File: src/cbpd_ram.sv
// cbpd_ram: generic single write port, single read port memory with registered read
// depends on nothing
module cbpd_ram #(
   parameter int WIDTH = 8,
   parameter int DEPTH = 256
) (
   input  logic                     clock,
   input  logic                     wr_en,
   input  logic [$clog2(DEPTH)-1:0] wr_addr,
   input  logic [WIDTH-1:0]         wr_data,
   input  logic                     rd_en,
   input  logic [$clog2(DEPTH)-1:0] rd_addr,
   output logic [WIDTH-1:0]         rd_data
);

   logic [WIDTH-1:0] mem_ff [DEPTH];
   logic [WIDTH-1:0] rd_data_ff;

   always_ff @(posedge clock) begin
      if (wr_en) begin
         mem_ff[wr_addr] <= wr_data;
      end
      if (rd_en) begin
         rd_data_ff <= mem_ff[rd_addr];
      end
   end

   assign rd_data = rd_data_ff;

endmodule

File: config.mk
export PLATFORM = sky130hd
export DESIGN_NAME = cbpd_ram
export DESIGN_NICKNAME = d
export VERILOG_FILES = /design/src/cbpd_ram.sv
export SDC_FILE = /design/constraint.sdc
export NUM_CORES = 2
export LEC_CHECK = 0
export BUFFER_PORTS_ARGS = -buffer_cell sky130_fd_sc_hd__buf_4
export CAP_MARGIN = 10
export CORE_MARGIN = 3
export CORE_UTILIZATION = 35
export CTS_CLUSTER_SIZE = 25
export DETAILED_ROUTE_END_ITERATION = 10
export PLACE_DENSITY_LB_ADDON = 0.1
export SYNTH_ARGS = -nofsm -noshare
export SYNTH_HDL_FRONTEND = slang
export SYNTH_SLANG_ARGS = --single-unit
File: constraint.sdc
create_clock -name clock -period 2.9 [get_ports clock]
set_input_delay 0.145 -clock clock [delete_from_list [all_inputs] [get_ports clock]]
set_output_delay 0.145 -clock clock [all_outputs]
set_load 0.01 [all_outputs]
==> results.json <==
{
  "synth_ff_type": "edfxtp_1",
  "drt_iter0_drc": 3747,
  "endpoint_kind": "register",
  "initial_utilization": 0.353,
  "yosysUniqueCellTypes": 54,
  "grt_pass1_vias": 41800,
  "cp.required_ns": 3.48,
  "area_growth_syn_to_layout_pct": 19.7,
  "synth_seq_cells": 2056,
  "layout_commonest_cell": "edfxtp_1",
  "cp.arrival_ns": 3.33,
  "grt_max_degree": 97,
  "ios": 35,
  "stdcell_area_um2": 95300,
  "antenna_found_initial": 15,
  "die_y_um": 483,
  "cts_max_path_buffers": 3,
  "syn_nets": 3760,
  "drt.antenna.violating_nets": 0,
  "yosys_warnings": 0,
  "maxSlewHeadroom": 0.387,
  "grt.total_usage": 0.193,
  "clk_pin_slew_ns": 0.06,
  "crit_type": "reg -> reg",
  "clock_latency_ns": 0.84,
  "yosysSeqAreaShare": 0.775,
  "rsz0062_at_grt": "false",
  "routed_wl_um": 227000,
  "syn_area_per_cell_um2": 21.3,
  "numCtsBuffers": 215,
  "nFillCells": 19900,
  "via_count": 40300,
  "ys_async_sr_fraction": 0,
  "grt-ovfl-total": 0,
  "hold_viol_final": 0,
  "start_kind": "register",
  "post-route-util": 0.423,
  "cap_viol_max_count": 0,
  "multiInputGateArea_um2": 16600,
  "holdCritPathClass": "in -> reg",
  "dpl.hpwl_um": 150000,
  "place_congestion": 0.796,
  "synthCells": 3733,
  "die-area_um2": 233000,
  "final_cell_mix": "edfxtp_1 (2056), buf_4 (640), mux4_2 (454)",
  "detail_route.wl_per_cell_um": 29.8,
  "placed_cell_area_um2": 88200,
  "first_pass_iters": 5,
  "outcome": "complete, no violations",
  "max_freq_ghz": 0.363,
  "cts_root_buf": "clkbuf_16",
  "fin_nets": 4470,
  "core_area_um2": 226000,
  "io_buffers": 34,
  "fin_crit_ns": 2.75,
  "drive_gt1_frac": 0.323,
  "vdd_drop_max_mv": 0.558,
  "p_per_area_nw_per_um2": 669,
  "finClkSkew_ns": 0.0228,
  "die_w_um": 483,
  "worstPathMaxFanout": 2,
  "grt_pass1_wl_um": 324000,
  "p_total_mw": 63.8,
  "viasPerCell": 5.29,
  "fin_crit_sh": 0.950,
  "regArea_um2": 61700,
  "power_leakage_nw": 30.6,
  "setup_viol": 0,
  "cts_sinks": 2056,
  "syn_area_um2": 79600,
  "rows": 174,
  "synth_edf_count": 2056,
  "cts_tree": "done",
  "htree_levels": 4,
  "drcViolationCount": 0,
  "worstMarginPinSlew_ns": 0.917,
  "drv_slew": 0
}
sequential cells by signal (all words and copies together) (netlist names):
register / flops
rd_data: 8
mem_ff: 2048
metal layers:
layer  global-route usage  routed length [µm]  up-vias
met2                0.308              108000      997
met5                    0                   0        -
met4               0.0488                6020        0
li1                     -                   -    17100
met1                0.282              104000    21800
met3               0.0260                9890      296
critical path, cell delays in order, from the launching register on:
cell and delay (ns):
edfxtp_1 0.37, mux4_2 0.50, mux4_2 0.50, nor2b_1 0.21, nor4_2 0.64, buf_4 0.22
nor4_2 0.04
where the power goes:
| part | internal [mW] | switching [mW] | total, mW |
|---|---|---|---|
| clock network | 15.8 | 11.6 | 27.4 |
| logic | 1.38 | 2.17 | 3.55 |
| registers | 32.8 | 0.0570 | 32.8 |
| total | 50.0 | 13.8 | 63.8 |
cell usage after synthesis (all sizes together) (6+ instances only):
cell    instances  area (µm²)
clkbuf        111         417
mux4          456       10300
o221ai         47         418
mux2i         134        1340
nand2          33         124
o22ai          28         175
nand4          10        62.6
buf           122        1030
a21oi          96         480
nor3           22         110
edfxtp       2056       61700
o21ai          12        60.1
nor4           27         188
o211ai         10        75.1
nor2b          31         194
a22oi         133         998
nand3          34         170
nor2          282        1060
and2            6        37.5
nand2b          8        50.1
a211oi         16         120
a22o            8        70.1
a221oi         14         129
kinds of logic after synthesis:
kind of cell,Yosys count,synth area share
DFF,2056,0.775
buffers and inverters,235,0.0183
and+or+nand+nor,466,0.0263
muxes,591,0.146
AOI/OAI and AO/OA,385,0.0342
stage by stage:
| stage | instances | hold slack, ns | TNS, ns | worst slack [ns] |
|---|---|---|---|---|
| CTS | 7610 | 0.00362 | 0 | 0.0333 |
| finish | 7613 | 0.101 | 0 | 0.146 |
| floorplan | 3733 | 0.244 | 0 | 0.679 |
| global placement | 7203 | 0.506 | -5.21 | -1.15 |
| detailed placement | 7203 | 0.508 | -4.81 | -1.12 |
| global route | 7610 | 0.0409 | 0 | 0.0799 |
cell type report:
cell class / instances / area share
Antenna cell: 3 / 0.0000787
Clock buffer: 257 / 0.0583
Sequential cell: 2056 / 0.648
Multi-Input combinational cell: 1442 / 0.174
Tap cell: 2992 / 0.0393
Timing Repair Buffer: 726 / 0.0664
Inverter: 2 / 0.0000787
Clock inverter: 135 / 0.0146
worst paths after layout:
kind	start	endpoint	slack, ns	depth (start not counted)
min reg2reg	mem_ff[40][3]	rd_data[3]	1.16	7
max	mem_ff[83][0]	rd_data[0]	0.15	6
max reg2reg	mem_ff[83][0]	rd_data[0]	0.15	6
min	wr_addr[6]	mem_ff[232][6]	0.10	4
timing repair:
item	in CTS	in global routing
hold buffers	15	0
resized for setup	3	0
hold endpoints to repair	795	0
endpoints found under the setup margin	3	0
buffers inserted	0	0
Power figures use the tool's default switching activity.
